$ cat config.mk
export PLATFORM = sky130hd
export DESIGN_NAME = svga_extension_register_port_flat
export DESIGN_NICKNAME = d
export VERILOG_FILES = /design/src/rtl/core/sxrp_pkg.sv /design/src/rtl/core/sxrp_if.sv /design/src/rtl/core/sxrp_crtc.sv /design/src/rtl/core/svga_extension_register_port.sv /design/src/flat_wrapper.sv
export SDC_FILE = /design/constraint.sdc
export NUM_CORES = 1
export LEC_CHECK = 0
export BUFFER_PORTS_ARGS = -buffer_cell sky130_fd_sc_hd__clkbuf_2
export CELL_PAD_IN_SITES_DETAIL_PLACEMENT = 0
export CELL_PAD_IN_SITES_GLOBAL_PLACEMENT = 2
export CORE_MARGIN = 5
export CORE_UTILIZATION = 49
export DETAILED_ROUTE_END_ITERATION = 12
export PLACE_DENSITY = 0.86
export RECOVER_POWER = 25
export SLEW_MARGIN = 30
export SYNTH_ARGS = -nofsm -noshare
export SYNTH_HDL_FRONTEND = slang
export SYNTH_SLANG_ARGS = --single-unit
$ cat constraint.sdc
create_clock -name clock -period 10.9 [get_ports clock]
set_input_delay 2.18 -clock clock [delete_from_list [all_inputs] [get_ports clock]]
set_output_delay 2.18 -clock clock [all_outputs]
set_load 0.01 [all_outputs]
$ cat src/rtl/core/sxrp_pkg.sv
// Shared types and constants for the extended register port block.
// Holds port codes, index codes, the CRTC write mask table and the
// structs for the CRTC store interface and the top-level response.
package sxrp_pkg;

   localparam int unsigned CRTC_IDX_W = 6;

   // Port decode constants.
   localparam logic [11:0] PORT_HI_MONO  = 12'h03B;
   localparam logic [11:0] PORT_HI_COLOR = 12'h03D;
   localparam logic [15:0] PORT_SWAP     = 16'h0060;

   localparam logic [15:0] PORT_SEQ_INDEX = 16'h03C4;
   localparam logic [15:0] PORT_SEQ_DATA  = 16'h03C5;
   localparam logic [15:0] PORT_GFX_INDEX = 16'h03CE;
   localparam logic [15:0] PORT_GFX_DATA  = 16'h03CF;
   localparam logic [15:0] PORT_CRTC_IDX  = 16'h03D4;
   localparam logic [15:0] PORT_CRTC_DATA = 16'h03D5;
   localparam logic [15:0] PORT_WR_BANK   = 16'h03D8;
   localparam logic [15:0] PORT_RD_BANK   = 16'h03D9;

   // Sequencer and graphics sub-indices.
   localparam logic [3:0] SEQ_MODE_TOGGLE = 4'hB;
   localparam logic [3:0] SEQ_REG_C       = 4'hC;
   localparam logic [3:0] SEQ_CONTROL_TWO = 4'hD;
   localparam logic [3:0] SEQ_REG_E       = 4'hE;
   localparam logic [3:0] GFX_REG_E       = 4'hE;
   localparam logic [3:0] GFX_REG_F       = 4'hF;

   // CRTC indices with special handling.
   localparam logic [CRTC_IDX_W-1:0] CRTC_PROTECT_IDX = 6'h07;
   localparam logic [CRTC_IDX_W-1:0] CRTC_LOCK_IDX    = 6'h11;
   localparam logic [CRTC_IDX_W-1:0] CRTC_CURSOR_LO   = 6'h0E;
   localparam logic [CRTC_IDX_W-1:0] CRTC_CURSOR_HI   = 6'h10;
   localparam logic [CRTC_IDX_W-1:0] CRTC_DUMMY_LO    = 6'h19;
   localparam logic [CRTC_IDX_W-1:0] CRTC_DUMMY_HI    = 6'h1D;
   localparam logic [CRTC_IDX_W-1:0] CRTC_MASK_SEL    = 6'h1E;

   // Configuration register map.
   localparam logic CSR_COLOR_IO = 1'b0;
   localparam logic CSR_CHIP_ID  = 1'b1;
   localparam logic [7:0] CHIP_ID_RESET = 8'd51;

   localparam logic [7:0] BANK_XOR = 8'h02;

   typedef struct packed {
      logic       commit;
      logic       index_wr;
      logic       data_wr;
      logic [7:0] wdata;
   } crtc_cmd_type;

   typedef struct packed {
      logic [7:0] rdata;
      logic       timing_change;
      logic       mask_sel_next;
   } crtc_stat_type;

   typedef struct packed {
      logic [7:0] read_data;
      logic       forwarded;
      logic       timing_change;
      logic [4:0] wr_bank_num;
      logic [4:0] rd_bank_num;
      logic       full_display_mask;
   } rsp_type;

   // Bits of each CRTC register that are implemented.
   function automatic logic [7:0] crtc_impl_bits(input logic [CRTC_IDX_W-1:0] idx);
      logic [7:0] m;
      case (idx)
         6'h00, 6'h01, 6'h02, 6'h03, 6'h04, 6'h05, 6'h06, 6'h07: m = 8'hFF;
         6'h08: m = 8'h7F;
         6'h09: m = 8'hFF;
         6'h0A: m = 8'h3F;
         6'h0B: m = 8'h7F;
         6'h0C, 6'h0D, 6'h0E, 6'h0F, 6'h10, 6'h11, 6'h12, 6'h13: m = 8'hFF;
         6'h14: m = 8'h7F;
         6'h15, 6'h16: m = 8'hFF;
         6'h17: m = 8'hEF;
         6'h18: m = 8'hFF;
         6'h1E, 6'h1F: m = 8'hFF;
         6'h20: m = 8'h7F;
         6'h23: m = 8'h2F;
         6'h27: m = 8'h03;
         6'h29: m = 8'h13;
         default: m = 8'h00;
      endcase
      return m;
   endfunction

endpackage

$ cat src/rtl/core/sxrp_if.sv
// Channel interfaces for the request and response sides of the port block.
// Payload widths follow the fixed field widths; no package dependency.
interface sxrp_req_if;
   logic        valid;
   logic        ready;
   logic        mode;
   logic [15:0] port_address;
   logic [7:0]  write_data;

   modport source (output valid, mode, port_address, write_data, input ready);
   modport sink (input valid, mode, port_address, write_data, output ready);
endinterface

interface sxrp_rsp_if;
   logic       valid;
   logic       ready;
   logic [7:0] read_data;
   logic       forwarded;
   logic       timing_change;
   logic [4:0] wr_bank_num;
   logic [4:0] rd_bank_num;
   logic       full_display_mask;

   modport source (output valid, read_data, forwarded, timing_change, wr_bank_num,
                   rd_bank_num, full_display_mask, input ready);
   modport sink (input valid, read_data, forwarded, timing_change, wr_bank_num,
                 rd_bank_num, full_display_mask, output ready);
endinterface

$ cat src/rtl/core/sxrp_crtc.sv
// CRTC index register and 64-entry CRTC store with write protection.
// Uses sxrp_pkg for the command and status structs and the mask table.
module sxrp_crtc #(
   parameter int unsigned CRTC_ENTRIES = 64
) (
   input  logic                         clock,
   input  logic                         reset,
   input  sxrp_pkg::crtc_cmd_type       cmd,
   output logic [$clog2(CRTC_ENTRIES)-1:0] index,
   output sxrp_pkg::crtc_stat_type      stat
);
   localparam int unsigned IDX_W = $clog2(CRTC_ENTRIES);

   logic [7:0]              mem [CRTC_ENTRIES];
   logic [CRTC_ENTRIES-1:0] valid_ff;
   logic [7:0]              rd_ff;
   logic [IDX_W-1:0]        index_ff, index_in;
   logic                    protect_ff;
   logic                    mask_sel_ff;
   logic [7:0]              cur;
   logic [7:0]              wval;
   logic [7:0]              masked;
   logic                    locked_out;
   logic                    store_en;
   logic [sxrp_pkg::CRTC_IDX_W-1:0] idx6;

   assign idx6  = sxrp_pkg::CRTC_IDX_W'(index_ff);
   assign index = index_ff;

   // rd_ff always mirrors the entry at index_ff; entries never written read as zero.
   assign cur = valid_ff[index_ff] ? rd_ff : 8'h00;

   always_comb begin
      locked_out = protect_ff && (idx6 < sxrp_pkg::CRTC_PROTECT_IDX);
      wval       = cmd.wdata;
      if (protect_ff && idx6 == sxrp_pkg::CRTC_PROTECT_IDX) begin
         wval = {cur[7:5], cmd.wdata[4], cur[3:0]};
      end
      masked   = wval & sxrp_pkg::crtc_impl_bits(idx6);
      store_en = cmd.data_wr && !locked_out;
      index_in = (cmd.commit && cmd.index_wr) ? cmd.wdata[IDX_W-1:0] : index_ff;

      stat.timing_change = store_en && (masked != cur) &&
                           ((idx6 < sxrp_pkg::CRTC_CURSOR_LO) ||
                            (idx6 > sxrp_pkg::CRTC_CURSOR_HI));
      stat.rdata = ((idx6 >= sxrp_pkg::CRTC_DUMMY_LO) && (idx6 <= sxrp_pkg::CRTC_DUMMY_HI))
                   ? 8'hFF : cur;
      stat.mask_sel_next = (store_en && idx6 == sxrp_pkg::CRTC_MASK_SEL)
                           ? masked[7] : mask_sel_ff;
   end

   // Store array and its registered read port; a write bypasses to the read
   // register because the index cannot change in the same cycle.
   always_ff @(posedge clock) begin
      if (cmd.commit && store_en) begin
         mem[index_ff] <= masked;
         rd_ff         <= masked;
      end else begin
         rd_ff <= mem[index_in];
      end
   end

   always_ff @(posedge clock) begin
      if (reset) begin
         valid_ff    <= '0;
         index_ff    <= '0;
         protect_ff  <= 1'b0;
         mask_sel_ff <= 1'b0;
      end else begin
         index_ff    <= index_in;
         if (cmd.commit && store_en) begin
            valid_ff[index_ff] <= 1'b1;
            if (idx6 == sxrp_pkg::CRTC_LOCK_IDX) begin
               protect_ff <= masked[7];
            end
         end
         if (cmd.commit) begin
            mask_sel_ff <= stat.mask_sel_next;
         end
      end
   end

endmodule

$ cat src/rtl/core/svga_extension_register_port.sv
// Extended register port of a VGA-compatible adapter: I/O decode, mode
// toggle, control and bank registers, with the CRTC store in sxrp_crtc.
// A request accepted into the input register is decoded from it, and its
// response is loaded into the response register when the decode stage fires,
// which waits while a held response has not been taken.
// Throughput: one request per cycle while the response register drains;
// the input register, decode logic and response register form a single pass.
// Reset (synchronous, active high) clears all control state, sets color_io
// to 1 and chip_id to 51; unwritten CRTC entries read zero, 0x19-0x1D read 0xFF.
module svga_extension_register_port #(
   parameter int unsigned CRTC_ENTRIES = 64
) (
   input  logic               clock,
   input  logic               reset,
   sxrp_req_if.sink           req_ch,
   sxrp_rsp_if.source         rsp_ch,
   input  logic               csr_psel,
   input  logic               csr_penable,
   input  logic               csr_pwrite,
   input  logic [2:0]         csr_paddr,
   input  logic [31:0]        csr_pwdata,
   output logic [31:0]        csr_prdata,
   output logic               csr_pready
);
   localparam int unsigned IDX_W = $clog2(CRTC_ENTRIES);

   // Configuration registers.
   logic       color_io_ff;
   logic [7:0] chip_id_ff;

   // Input register holding the request being decoded.
   logic        s1_valid_ff;
   logic        s1_mode_ff;
   logic [15:0] s1_port_ff;
   logic [7:0]  s1_data_ff;
   logic        s1_fire;
   logic        out_free;

   // Adapter state. Sequencer register C and graphics register E have no
   // visible effect beyond the bank number, so only that effect is kept.
   logic [7:0] seq_index_ff, seq_index_in;
   logic [7:0] gfx_index_ff, gfx_index_in;
   logic       old_mode_ff, old_mode_in;
   logic [7:0] old_ctl1_ff, old_ctl1_in;
   logic [7:0] old_ctl2_ff, old_ctl2_in;
   logic [7:0] new_ctl2_ff, new_ctl2_in;
   logic [7:0] seq_reg_e_ff, seq_reg_e_in;
   logic [7:0] gfx_reg_f_ff, gfx_reg_f_in;
   logic [7:0] wr_bank_ff, wr_bank_in;
   logic [7:0] rd_bank_ff, rd_bank_in;

   // Response register.
   logic                   rsp_valid_ff;
   sxrp_pkg::rsp_type      rsp_ff, rsp_in;

   logic [15:0]            port_dec;
   logic                   fwd;
   logic [7:0]             rd;
   logic [7:0]             xored;
   sxrp_pkg::crtc_cmd_type crtc_cmd;
   sxrp_pkg::crtc_stat_type crtc_stat;
   logic [IDX_W-1:0]       crtc_index;

   // ------------------------------------------------------------------
   // Configuration port. Only paddr bit 2 selects the register.
   // ------------------------------------------------------------------
   assign csr_pready = 1'b1;

   always_ff @(posedge clock) begin
      if (reset) begin
         color_io_ff <= 1'b1;
         chip_id_ff  <= sxrp_pkg::CHIP_ID_RESET;
      end else if (csr_psel && csr_penable && csr_pwrite) begin
         case (csr_paddr[2])
            sxrp_pkg::CSR_COLOR_IO: color_io_ff <= csr_pwdata[0];
            sxrp_pkg::CSR_CHIP_ID:  chip_id_ff  <= csr_pwdata[7:0];
            default: ;
         endcase
      end
   end

   always_comb begin
      case (csr_paddr[2])
         sxrp_pkg::CSR_COLOR_IO: csr_prdata = {31'b0, color_io_ff};
         sxrp_pkg::CSR_CHIP_ID:  csr_prdata = {24'b0, chip_id_ff};
         default:                csr_prdata = 32'b0;
      endcase
   end

   // ------------------------------------------------------------------
   // Handshake. The decode stage advances whenever the response register
   // is empty or being drained, so a request can enter every cycle.
   // ------------------------------------------------------------------
   assign out_free     = !rsp_valid_ff || rsp_ch.ready;
   assign s1_fire      = s1_valid_ff && out_free;
   assign req_ch.ready = !s1_valid_ff || out_free;

   always_ff @(posedge clock) begin
      if (reset) begin
         s1_valid_ff <= 1'b0;
      end else if (req_ch.ready) begin
         s1_valid_ff <= req_ch.valid;
      end
   end

   always_ff @(posedge clock) begin
      if (req_ch.valid && req_ch.ready) begin
         s1_mode_ff <= req_ch.mode;
         s1_port_ff <= req_ch.port_address;
         s1_data_ff <= req_ch.write_data;
      end
   end

   // ------------------------------------------------------------------
   // Decode and next state.
   // ------------------------------------------------------------------
   always_comb begin
      // Mono decoding moves the 0x3Bx and 0x3Dx ranges onto each other.
      port_dec = s1_port_ff;
      if (((s1_port_ff[15:4] == sxrp_pkg::PORT_HI_COLOR) ||
           (s1_port_ff[15:4] == sxrp_pkg::PORT_HI_MONO)) && !color_io_ff) begin
         port_dec = s1_port_ff ^ sxrp_pkg::PORT_SWAP;
      end

      xored = s1_data_ff ^ sxrp_pkg::BANK_XOR;

      seq_index_in = seq_index_ff;
      gfx_index_in = gfx_index_ff;
      old_mode_in  = old_mode_ff;
      old_ctl1_in  = old_ctl1_ff;
      old_ctl2_in  = old_ctl2_ff;
      new_ctl2_in  = new_ctl2_ff;
      seq_reg_e_in = seq_reg_e_ff;
      gfx_reg_f_in = gfx_reg_f_ff;
      wr_bank_in   = wr_bank_ff;
      rd_bank_in   = rd_bank_ff;

      fwd = 1'b1;
      rd  = 8'h00;

      crtc_cmd.commit   = s1_fire;
      crtc_cmd.index_wr = 1'b0;
      crtc_cmd.data_wr  = 1'b0;
      crtc_cmd.wdata    = s1_data_ff;

      if (s1_mode_ff) begin
         case (port_dec)
            sxrp_pkg::PORT_SEQ_INDEX: seq_index_in = s1_data_ff;
            sxrp_pkg::PORT_GFX_INDEX: gfx_index_in = s1_data_ff;
            sxrp_pkg::PORT_SEQ_DATA: begin
               case (seq_index_ff[3:0])
                  sxrp_pkg::SEQ_MODE_TOGGLE: old_mode_in = 1'b1;
                  sxrp_pkg::SEQ_REG_C: ;
                  sxrp_pkg::SEQ_CONTROL_TWO: begin
                     if (old_mode_ff) begin
                        old_ctl2_in = s1_data_ff;
                     end else begin
                        new_ctl2_in = s1_data_ff;
                     end
                  end
                  sxrp_pkg::SEQ_REG_E: begin
                     // New mode stores the value with bit 1 inverted, and
                     // its low nibble becomes the write bank.
                     fwd = 1'b0;
                     if (old_mode_ff) begin
                        old_ctl1_in = s1_data_ff;
                     end else begin
                        seq_reg_e_in = xored;
                        wr_bank_in   = {4'b0, xored[3:0]};
                     end
                  end
                  default: ;
               endcase
            end
            sxrp_pkg::PORT_GFX_DATA: begin
               case (gfx_index_ff[3:0])
                  sxrp_pkg::GFX_REG_E: rd_bank_in   = {4'b0, xored[3:0]};
                  sxrp_pkg::GFX_REG_F: gfx_reg_f_in = s1_data_ff;
                  default: ;
               endcase
            end
            sxrp_pkg::PORT_CRTC_IDX: begin
               fwd               = 1'b0;
               crtc_cmd.index_wr = 1'b1;
            end
            sxrp_pkg::PORT_CRTC_DATA: begin
               fwd              = 1'b0;
               crtc_cmd.data_wr = 1'b1;
            end
            sxrp_pkg::PORT_WR_BANK: begin
               fwd = 1'b0;
               if (gfx_reg_f_ff[2]) begin
                  wr_bank_in = s1_data_ff;
               end
            end
            sxrp_pkg::PORT_RD_BANK: begin
               fwd = 1'b0;
               if (gfx_reg_f_ff[2]) begin
                  rd_bank_in = s1_data_ff;
               end
            end
            default: ;
         endcase
      end else begin
         case (port_dec)
            sxrp_pkg::PORT_SEQ_DATA: begin
               case (seq_index_ff[3:0])
                  sxrp_pkg::SEQ_MODE_TOGGLE: begin
                     // Reading the chip identity switches to new mode.
                     fwd         = 1'b0;
                     rd          = chip_id_ff;
                     old_mode_in = 1'b0;
                  end
                  sxrp_pkg::SEQ_CONTROL_TWO: begin
                     fwd = 1'b0;
                     rd  = old_mode_ff ? old_ctl2_ff : new_ctl2_ff;
                  end
                  sxrp_pkg::SEQ_REG_E: begin
                     if (old_mode_ff) begin
                        fwd = 1'b0;
                        rd  = old_ctl1_ff;
                     end
                  end
                  default: ;
               endcase
            end
            sxrp_pkg::PORT_CRTC_IDX: begin
               fwd = 1'b0;
               rd  = 8'(crtc_index);
            end
            sxrp_pkg::PORT_CRTC_DATA: begin
               fwd = 1'b0;
               rd  = crtc_stat.rdata;
            end
            sxrp_pkg::PORT_WR_BANK: begin
               fwd = 1'b0;
               rd  = wr_bank_ff;
            end
            sxrp_pkg::PORT_RD_BANK: begin
               fwd = 1'b0;
               rd  = rd_bank_ff;
            end
            default: ;
         endcase
      end

      // The response reports the bank state after this request.
      rsp_in.read_data         = fwd ? 8'h00 : rd;
      rsp_in.forwarded         = fwd;
      rsp_in.timing_change     = crtc_stat.timing_change;
      rsp_in.wr_bank_num       = wr_bank_in[4:0];
      rsp_in.rd_bank_num       = gfx_reg_f_in[0] ? rd_bank_in[4:0] : wr_bank_in[4:0];
      rsp_in.full_display_mask = crtc_stat.mask_sel_next;
   end

   sxrp_crtc #(
      .CRTC_ENTRIES (CRTC_ENTRIES)
   ) u_crtc (
      .clock (clock),
      .reset (reset),
      .cmd   (crtc_cmd),
      .index (crtc_index),
      .stat  (crtc_stat)
   );

   always_ff @(posedge clock) begin
      if (reset) begin
         seq_index_ff <= '0;
         gfx_index_ff <= '0;
         old_mode_ff  <= 1'b0;
         old_ctl1_ff  <= '0;
         old_ctl2_ff  <= '0;
         new_ctl2_ff  <= '0;
         seq_reg_e_ff <= '0;
         gfx_reg_f_ff <= '0;
         wr_bank_ff   <= '0;
         rd_bank_ff   <= '0;
      end else if (s1_fire) begin
         seq_index_ff <= seq_index_in;
         gfx_index_ff <= gfx_index_in;
         old_mode_ff  <= old_mode_in;
         old_ctl1_ff  <= old_ctl1_in;
         old_ctl2_ff  <= old_ctl2_in;
         new_ctl2_ff  <= new_ctl2_in;
         seq_reg_e_ff <= seq_reg_e_in;
         gfx_reg_f_ff <= gfx_reg_f_in;
         wr_bank_ff   <= wr_bank_in;
         rd_bank_ff   <= rd_bank_in;
      end
   end

   // ------------------------------------------------------------------
   // Response register.
   // ------------------------------------------------------------------
   always_ff @(posedge clock) begin
      if (reset) begin
         rsp_valid_ff <= 1'b0;
      end else if (s1_fire) begin
         rsp_valid_ff <= 1'b1;
      end else if (rsp_ch.ready) begin
         rsp_valid_ff <= 1'b0;
      end
   end

   always_ff @(posedge clock) begin
      if (s1_fire) begin
         rsp_ff <= rsp_in;
      end
   end

   assign rsp_ch.valid             = rsp_valid_ff;
   assign rsp_ch.read_data         = rsp_ff.read_data;
   assign rsp_ch.forwarded         = rsp_ff.forwarded;
   assign rsp_ch.timing_change     = rsp_ff.timing_change;
   assign rsp_ch.wr_bank_num       = rsp_ff.wr_bank_num;
   assign rsp_ch.rd_bank_num       = rsp_ff.rd_bank_num;
   assign rsp_ch.full_display_mask = rsp_ff.full_display_mask;

endmodule
$ cat src/flat_wrapper.sv
// flat-port wrapper written by rule: the top's interface ports become plain ports
module svga_extension_register_port_flat 
#(
   parameter int unsigned CRTC_ENTRIES = 64
)
  (clock, reset, csr_psel, csr_penable, csr_pwrite, csr_paddr, csr_pwdata, csr_prdata, csr_pready, req_ch_valid, req_ch_mode, req_ch_port_address, req_ch_write_data, req_ch_ready, rsp_ch_valid, rsp_ch_read_data, rsp_ch_forwarded, rsp_ch_timing_change, rsp_ch_wr_bank_num, rsp_ch_rd_bank_num, rsp_ch_full_display_mask, rsp_ch_ready);
  sxrp_req_if req_ch_i ();
  sxrp_rsp_if rsp_ch_i ();
  input  logic clock;
  input  logic reset;
  input  logic csr_psel;
  input  logic csr_penable;
  input  logic csr_pwrite;
  input  logic [2:0] csr_paddr;
  input  logic [31:0] csr_pwdata;
  output logic [31:0] csr_prdata;
  output logic csr_pready;
  input wire logic [$bits(req_ch_i.valid)-1:0] req_ch_valid;
  input wire logic [$bits(req_ch_i.mode)-1:0] req_ch_mode;
  input wire logic [$bits(req_ch_i.port_address)-1:0] req_ch_port_address;
  input wire logic [$bits(req_ch_i.write_data)-1:0] req_ch_write_data;
  output wire logic [$bits(req_ch_i.ready)-1:0] req_ch_ready;
  output wire logic [$bits(rsp_ch_i.valid)-1:0] rsp_ch_valid;
  output wire logic [$bits(rsp_ch_i.read_data)-1:0] rsp_ch_read_data;
  output wire logic [$bits(rsp_ch_i.forwarded)-1:0] rsp_ch_forwarded;
  output wire logic [$bits(rsp_ch_i.timing_change)-1:0] rsp_ch_timing_change;
  output wire logic [$bits(rsp_ch_i.wr_bank_num)-1:0] rsp_ch_wr_bank_num;
  output wire logic [$bits(rsp_ch_i.rd_bank_num)-1:0] rsp_ch_rd_bank_num;
  output wire logic [$bits(rsp_ch_i.full_display_mask)-1:0] rsp_ch_full_display_mask;
  input wire logic [$bits(rsp_ch_i.ready)-1:0] rsp_ch_ready;
  assign req_ch_i.valid = req_ch_valid;
  assign req_ch_i.mode = req_ch_mode;
  assign req_ch_i.port_address = req_ch_port_address;
  assign req_ch_i.write_data = req_ch_write_data;
  assign req_ch_ready = req_ch_i.ready;
  assign rsp_ch_valid = rsp_ch_i.valid;
  assign rsp_ch_read_data = rsp_ch_i.read_data;
  assign rsp_ch_forwarded = rsp_ch_i.forwarded;
  assign rsp_ch_timing_change = rsp_ch_i.timing_change;
  assign rsp_ch_wr_bank_num = rsp_ch_i.wr_bank_num;
  assign rsp_ch_rd_bank_num = rsp_ch_i.rd_bank_num;
  assign rsp_ch_full_display_mask = rsp_ch_i.full_display_mask;
  assign rsp_ch_i.ready = rsp_ch_ready;
  svga_extension_register_port #(.CRTC_ENTRIES(CRTC_ENTRIES)) u_core (.clock(clock), .reset(reset), .req_ch(req_ch_i), .rsp_ch(rsp_ch_i), .csr_psel(csr_psel), .csr_penable(csr_penable), .csr_pwrite(csr_pwrite), .csr_paddr(csr_paddr), .csr_pwdata(csr_pwdata), .csr_prdata(csr_prdata), .csr_pready(csr_pready));
endmodule
==> impl_results.md, run 1 <==
* Most common cell in the netlist: edfxtp_1
* Data arrival, critical path at 7.20 ns
* Status: finished with violations
* Failing checks: max-capacitance violations, max-slew violations
* PortBufs at 71
* Full die area at 63180 um^2
* Post-DP HPWL at 43520 um
* Core area at 57700 um^2
* Worst-case clock buffer depth at 3
* Initial core utilization at 49.48%
* First-pass GRT wire length at 102700 um
* Largest net degree at the start of global routing at 97
* Nature of the critical path startpoint: primary input
* Worst rel slew slack at -176.7%
* Top Ports at 123
* Routed length on met1 at 28920 um
* Buffer count from post-CTS setup fixing at 0
* Slew Limit Fails at 248
* Number of hold buffers added after CTS at 0
* MaxCap Viol Count at 4
* Total grt overflow at 0
* Worst Max-Slew Pin Slew at 4.151 ns
* Via count at 16152
* Mapped Cells at 1828
* # setup viols final at 0
* Leakage power at 10.18 nW
* Post-synth cell types at 79
* Crit path max fanout at 96
* Number of diodes at 0
* Resized cells post-CTS at 0
* CP required at 11.39 ns
* Crit end category: flop
* Maximum vdd drop at 0.1156 mV
* WL met3 at 4207 um
* Largest cells by area after synthesis: edfxtp_1 59%, mux4_2 11%, dfxtp_1 10%
* FMAX at 0.1489 GHz
* Hold slack at 0.4664 ns
* Crit. Startpoint: reset
* Iter 0 DRT Violations at 1443
* Async SR Flop Fraction at 0%
* Chip Width at 251.4 um
* Top cell type's share of synthesized area at 58.70%
* Clk Latency, worst-skew pair at 0.61 ns
* Hold Violations, Final at 0
* Drt wl/cell at 25.29 um
* Final WL at 68720 um
* Post-synthesis cell area at 28550 um^2
* Pwr dens at 175.1 nW/um^2
* Final period util at 61.60%
* Seq. cell area at 19670 um^2
* Biggest area consumer among synthesized cells: edfxtp_1
* TritonCTS clock tree: yes
* Total CTS buffers at 72
* Crit path kind: in2reg
* Fill cells at 4566
* Hold Path Class: reg2reg
* Multi-input logic area at 8227 um^2
* Synth cell count leaders: 558 x edfxtp_1, 267 x nor2_1, 145 x dfxtp_1, 135 x mux4_2, 84 x mux2i_1
* Area grow syn2layout at 11.96%
* Initial antenna violation count at 1
* Post-synth EDFFs at 558
* Sink Count at 703
* TNS Setup at 0 ns
* DR top layer: met4
* Clock Skew at 0.02368 ns
* Seq/Total Area, Yosys at 68.87%
* Fin nets at 1962
* DRC viols at 0
* Met2 WL at 33660 um
* Register bit total from synthesis at 703
* Avg Cell Area, Syn at 15.62 um^2
* Gr usage total at 21.52%
* HP Start: u_core.u_crtc.valid_ff[11]$_SDFFE_PP0P_
* Clk slew on worst S/H paths at 0.06 ns
* Clock Root Buffer: clkbuf_16
* # rows at 88
* Die Y at 251.4 um
* RSZ-0062 raised after global routing: no
* Placer congestion estimate at 0.8647
* Synth Flop Type: edfxtp_1
* Crit path time final at 6.715 ns
* Number of global-route vias before repair at 16095
* 1st-pass router iterations at 6
* Vias per Instance at 5.945
* YS warnings at 0
* Post-route ant nets at 0
* H-tree depth at 3
* Layout cells sized above 1 at 19.83%
[worst max-delay path, stage by stage]
cell	delay [ns]
clkbuf_1	1.51
clkbuf_1	2.95
o21ba_2	0.41
[where the power goes]
part	internal (mW)	leakage, nW	switching (mW)
Combinational	0.0211	2.74	0.0682
Clock	1.55	1.23	1.04
Sequential	2.90	6.21	0.0134
[metal layers]
metal | GRT usage, % | vias up
li1 | - | 7135
met1 | 29.75 | 8303
met2 | 35.48 | 599
met3 | 3.580 | 115
met4 | 6.814 | 0
met5 | 0 | -
[kinds of logic (layout without fill, tap and decap cells)]
kind of cell               after synthesis  after routing  share of synthesized area, %
adders and majority gates                3              3                        0.1315
xor gates and xnor gates                 2              2                       0.06137
other                                    2             25                       0.02631
AOI/OAI and AO/OA                      266            266                         6.377
and+or+nand+nor                        468            468                         7.407
buffers and inverters                  152            253                         2.902
muxes                                  232            232                         14.23
DFF                                    703            703                         68.87
[layout make-up]
class,instances,area share [%]
multi-input cells,996,25.74
inverters,24,0.2819
repair buffers,95,1.589
well taps,765,2.995
clock buffers,92,6.162
clock inverters,42,1.683
flip-flops and latches,703,61.55
[path summary, 6_finish.rpt]
check / endpoint / cells after the start / slack [ns]
setup / recovery: u_core.u_crtc.valid_ff[61]$_SDFFE_PP0P_ / 3 / 4.19
hold / removal: u_core.u_crtc.valid_ff[11]$_SDFFE_PP0P_ / 2 / 0.47
setup reg to reg: u_core.u_crtc.mem[54][5]$_DFFE_PP_ / 10 / 6.18
hold reg to reg: u_core.u_crtc.valid_ff[11]$_SDFFE_PP0P_ / 2 / 0.47
[cell usage in the layout, fill, tap and decap left out, types with 5 or more instances in the layout]
cell       Yosys  layout
edfxtp_1     558     558
nor2_1       267     246
dfxtp_1      145     140
mux4_2       135     135
mux2i_1       84      86
nand2_1       74      74
clkbuf_16      0      74
a21oi_1       70      71
a22oi_1       58      58
clkbuf_2       1      48
clkbuf_1      61      39
o21ai_0       30      30
conb_1         2      25
nand3_1       23      23
inv_1         22      22
nor2_2         0      20
buf_4         30      20
nor2b_1       20      18
a211oi_1      14      14
and2_1        16      13
o21ba_2       13      13
clkinv_1       1      11
a221oi_1      11      11
clkinv_2       0      11
bufinv_16      0      11
nand2b_1      10      10
mux2_2        10      10
o22ai_1        9       9
nor3_1         9       9
and3_1         8       8
a22o_1         8       8
nor4_1         7       7
a31oi_1        7       7
a21boi_4       0       5
clkbuf_8       0       5
[flip-flops by register name, summed over array words and instances (netlist names), 2 cells and up, named ones only]
register	cells
u_core.rsp_ch.rd_bank_num	5
u_core.chip_id_ff	8
u_core.gfx_index_ff	4
u_core.new_ctl2_ff	8
u_core.old_ctl2_ff	8
u_core.rsp_ch.read_data	8
u_core.old_ctl1_ff	8
u_core.wr_bank_ff	8
u_core.gfx_reg_f_ff	2
u_core.u_crtc.valid_ff	64
u_core.u_crtc.index	6
u_core.seq_index_ff	4
u_core.rd_bank_ff	8
u_core.s1_port_ff	16
u_core.rsp_ch.wr_bank_num	5
u_core.u_crtc.mem	512
u_core.s1_data_ff	8
[per-stage QoR]
step | utilization (%) | area (um^2) | power (mW) | std cells | setup WS [ns]
after floorplan | - | 28630 | 3.029 | 1851 | 5.602
final | 55.39 | 31960 | 5.597 | 2717 | 4.185
after global routing | 55.39 | 31960 | 5.754 | 2717 | 3.682
after CTS | 55.51 | 32030 | 5.637 | 2717 | 6.036
after global placement | 51.09 | 29480 | 3.062 | 2583 | 5.684
after detailed placement | 51.17 | 29520 | 3.066 | 2583 | 5.623
No activity file was read; power rests on OpenSTA's default activity.
==> run 2, diff against run 1 <==
CORE_UTILIZATION = 46   (was 49)
PLACE_DENSITY = 0.82   (was 0.86)
clock period = 6.6 ns   (was 10.9 ns; I/O delays follow)
==> run 2 against run 1 <==
Non-clock buffer count increased by 8. Total power increased by 62%. Clock power increased by 59%. Largest power group unchanged. Sequential cell count unchanged. Sequential power increased by 65%. The flow still finishes with violations (max-capacitance violations, max-slew violations). Cell area increased by 0.34%. First-iteration DRC count decreased by 0.14%. Combinational power increased by 70%. Count of clock-buffer cells in the layout decreased by 6. Worst setup slack got worse by 2.7 ns.
==> impl_results.md, run 2 (synthesized netlist as in run 1, its figures left out) <==
* Initial core utilization at 46.34%
* Critical-path top delay cell: clkbuf_1
* Initial antenna violation count at 2
* Largest regs: u_core.u_crtc.mem x512, u_core.u_crtc.valid_ff x64, u_core.s1_port_ff x16
* DRC viols at 0
* Resized cells post-CTS at 0
* Largest stage delay, worst path at 1.95 ns
* RSZ-0062 raised after global routing: no
* PortBufs at 71
* Die Y at 259.1 um
* Clk Latency, worst-skew pair at 0.62 ns
* MaxCap Viol Count at 5
* Worst-case clock buffer depth at 3
* First-pass GRT wire length at 104400 um
* # setup viols final at 0
* Sink Count at 703
* H-tree depth at 3
* Clock Root Buffer: clkbuf_16
* Iter 0 DRT Violations at 1441
* Leakage power at 10.16 nW
* Top Ports at 123
* Pwr dens at 283.1 nW/um^2
* Hold slack at 0.4639 ns
* Max reg flops at 512
* Buffer count from post-CTS setup fixing at 0
* Fin nets at 1971
* Share of total power in the clock network at 45.3%
* Sequential power share at 53.1%
* Chip Width at 259.1 um
* Crit path kind: in2reg
* Placer congestion estimate at 0.8614
* Sw Share at 20.42%
* Net Switching at 1.854 mW
* Critical-path cell list: clkbuf_1, clkbuf_2, nor2_1, nand4b_1, o21ai_0, o2bb2ai_1
* Slew Limit Fails at 248
* Post-DP HPWL at 44500 um
* FMAX at 0.1954 GHz
* TritonCTS clock tree: yes
* Final WL at 69900 um
* Data arrival, critical path at 5.65 ns
* Core area at 61600 um^2
* 1st-pass router iterations at 5
* Nature of the critical path startpoint: primary input
* Final period util at 77.53%
* Status: finished with violations
* Vias per Instance at 5.782
* Hold Violations, Final at 0
* CP required at 7.14 ns
* Area grow syn2layout at 12.33%
* Clock Skew at 0.02466 ns
* Full die area at 67140 um^2
* Maximum vdd drop at 0.1964 mV
* Largest net degree at the start of global routing at 83
* Total CTS buffers at 73
* Number of diodes at 0
* Number of hold buffers added after CTS at 0
* Most frequent cells in the layout: 558 x edfxtp_1, 230 x nor2_1, 141 x dfxtp_1
* Failing checks: max-capacitance violations, max-slew violations
* Worst Max-Slew Pin Slew at 2.997 ns
* Layout cells sized above 1 at 20.66%
* Hold Path Class: reg2reg
* Crit end category: flop
* Gr usage total at 20.64%
* Crit path max fanout at 82
* # rows at 91
* Post-route ant nets at 0
* Int Power at 7.226 mW
* Register with the most flip-flops: u_core.u_crtc.mem
* Total grt overflow at 0
* Buffer and inverter count on the worst path at 2
* Worst path top cell family by delay: buffers and inverters
* Worst rel slew slack at -99.78%
* Comb pwr share at 1.7%
* Via count at 16173
* Crit path time final at 5.117 ns
* Clk slew on worst S/H paths at 0.06 ns
* Leading cell type in the layout, fill and taps excluded: edfxtp_1
* Number of global-route vias before repair at 16215
* TNS Setup at 0 ns
* Drt wl/cell at 24.99 um
==> run 2: cell count changes in the layout (fill, tap and decap cells not counted), moves of 3 or more <==
cell and change:
clkinv_2 +3, buf_4 +6, nor2_1 -16, bufinv_16 -4, clkinvlp_4 +3, o21ai_0 +3
and2_0 +5, and2_1 -6, nor2_2 +16, clkbuf_2 -5, clkinv_1 +3
==> run 2: power groups by stage <==
stage               logic, mW  registers [mW]  clock network [mW]
global placement        0.148            4.91                   0
detailed placement      0.156            4.91                   0
floorplan              0.0940            4.91                   0
CTS                     0.156            4.82                4.18
global route            0.167            4.82                4.36
finish                  0.152            4.82                4.11
==> run 2: final cells by class <==
type | count | area (um^2)
fill | 5064 | 29530
sequential | 703 | 19670
multi-input combinational | 996 | 8259
clock buffer | 86 | 1937
tap | 837 | 1047
timing repair buffer | 103 | 594.3
clock inverter | 48 | 470.5
inverter | 24 | 90.09
==> run 2: routing by layer <==
layer	wire (um)	GRT usage, %
met1	29410	28.69
met2	34000	33.60
met3	4696	3.764
met4	1805	6.345
met5	0	0
==> run 2: per-stage QoR <==
stage / instances / instance area (um^2) / worst slack, ns / power (mW) / util [%]
2_1_floorplan: 1851 / 28630 / 1.302 / 5.003 / -
3_3_place_gp: 2662 / 29630 / 2.073 / 5.059 / 48.11
3_5_place_dp: 2663 / 29740 / 2.060 / 5.067 / 48.28
4_1_cts: 2797 / 32150 / 2.034 / 9.153 / 52.19
5_1_grt: 2797 / 32070 / 1.130 / 9.344 / 52.06
6_report: 2797 / 32070 / 1.483 / 9.079 / 52.06
==> run 2: final timing paths <==
kind	end	startpoint	cells after the start	slack, ns
min reg2reg	u_core.u_crtc.valid_ff[46]$_SDFFE_PP0P_	u_core.u_crtc.valid_ff[46]$_SDFFE_PP0P_	2	0.46
max reg2reg	u_core.u_crtc.protect_ff$_SDFFE_PP0P_	u_core.s1_port_ff[13]$_DFFE_PP_	8	1.91
min	u_core.u_crtc.valid_ff[46]$_SDFFE_PP0P_	u_core.u_crtc.valid_ff[46]$_SDFFE_PP0P_	2	0.46
max	flop	reset	6	1.48
==> run 2: worst register-to-register path: cells and delay by family (launching register included) <==
kind / cells / cell delay [ns]
flops: 1 / 0.36
simple gates: 6 / 3.60
mux: 1 / 0.28
compound gates: 1 / 0.24
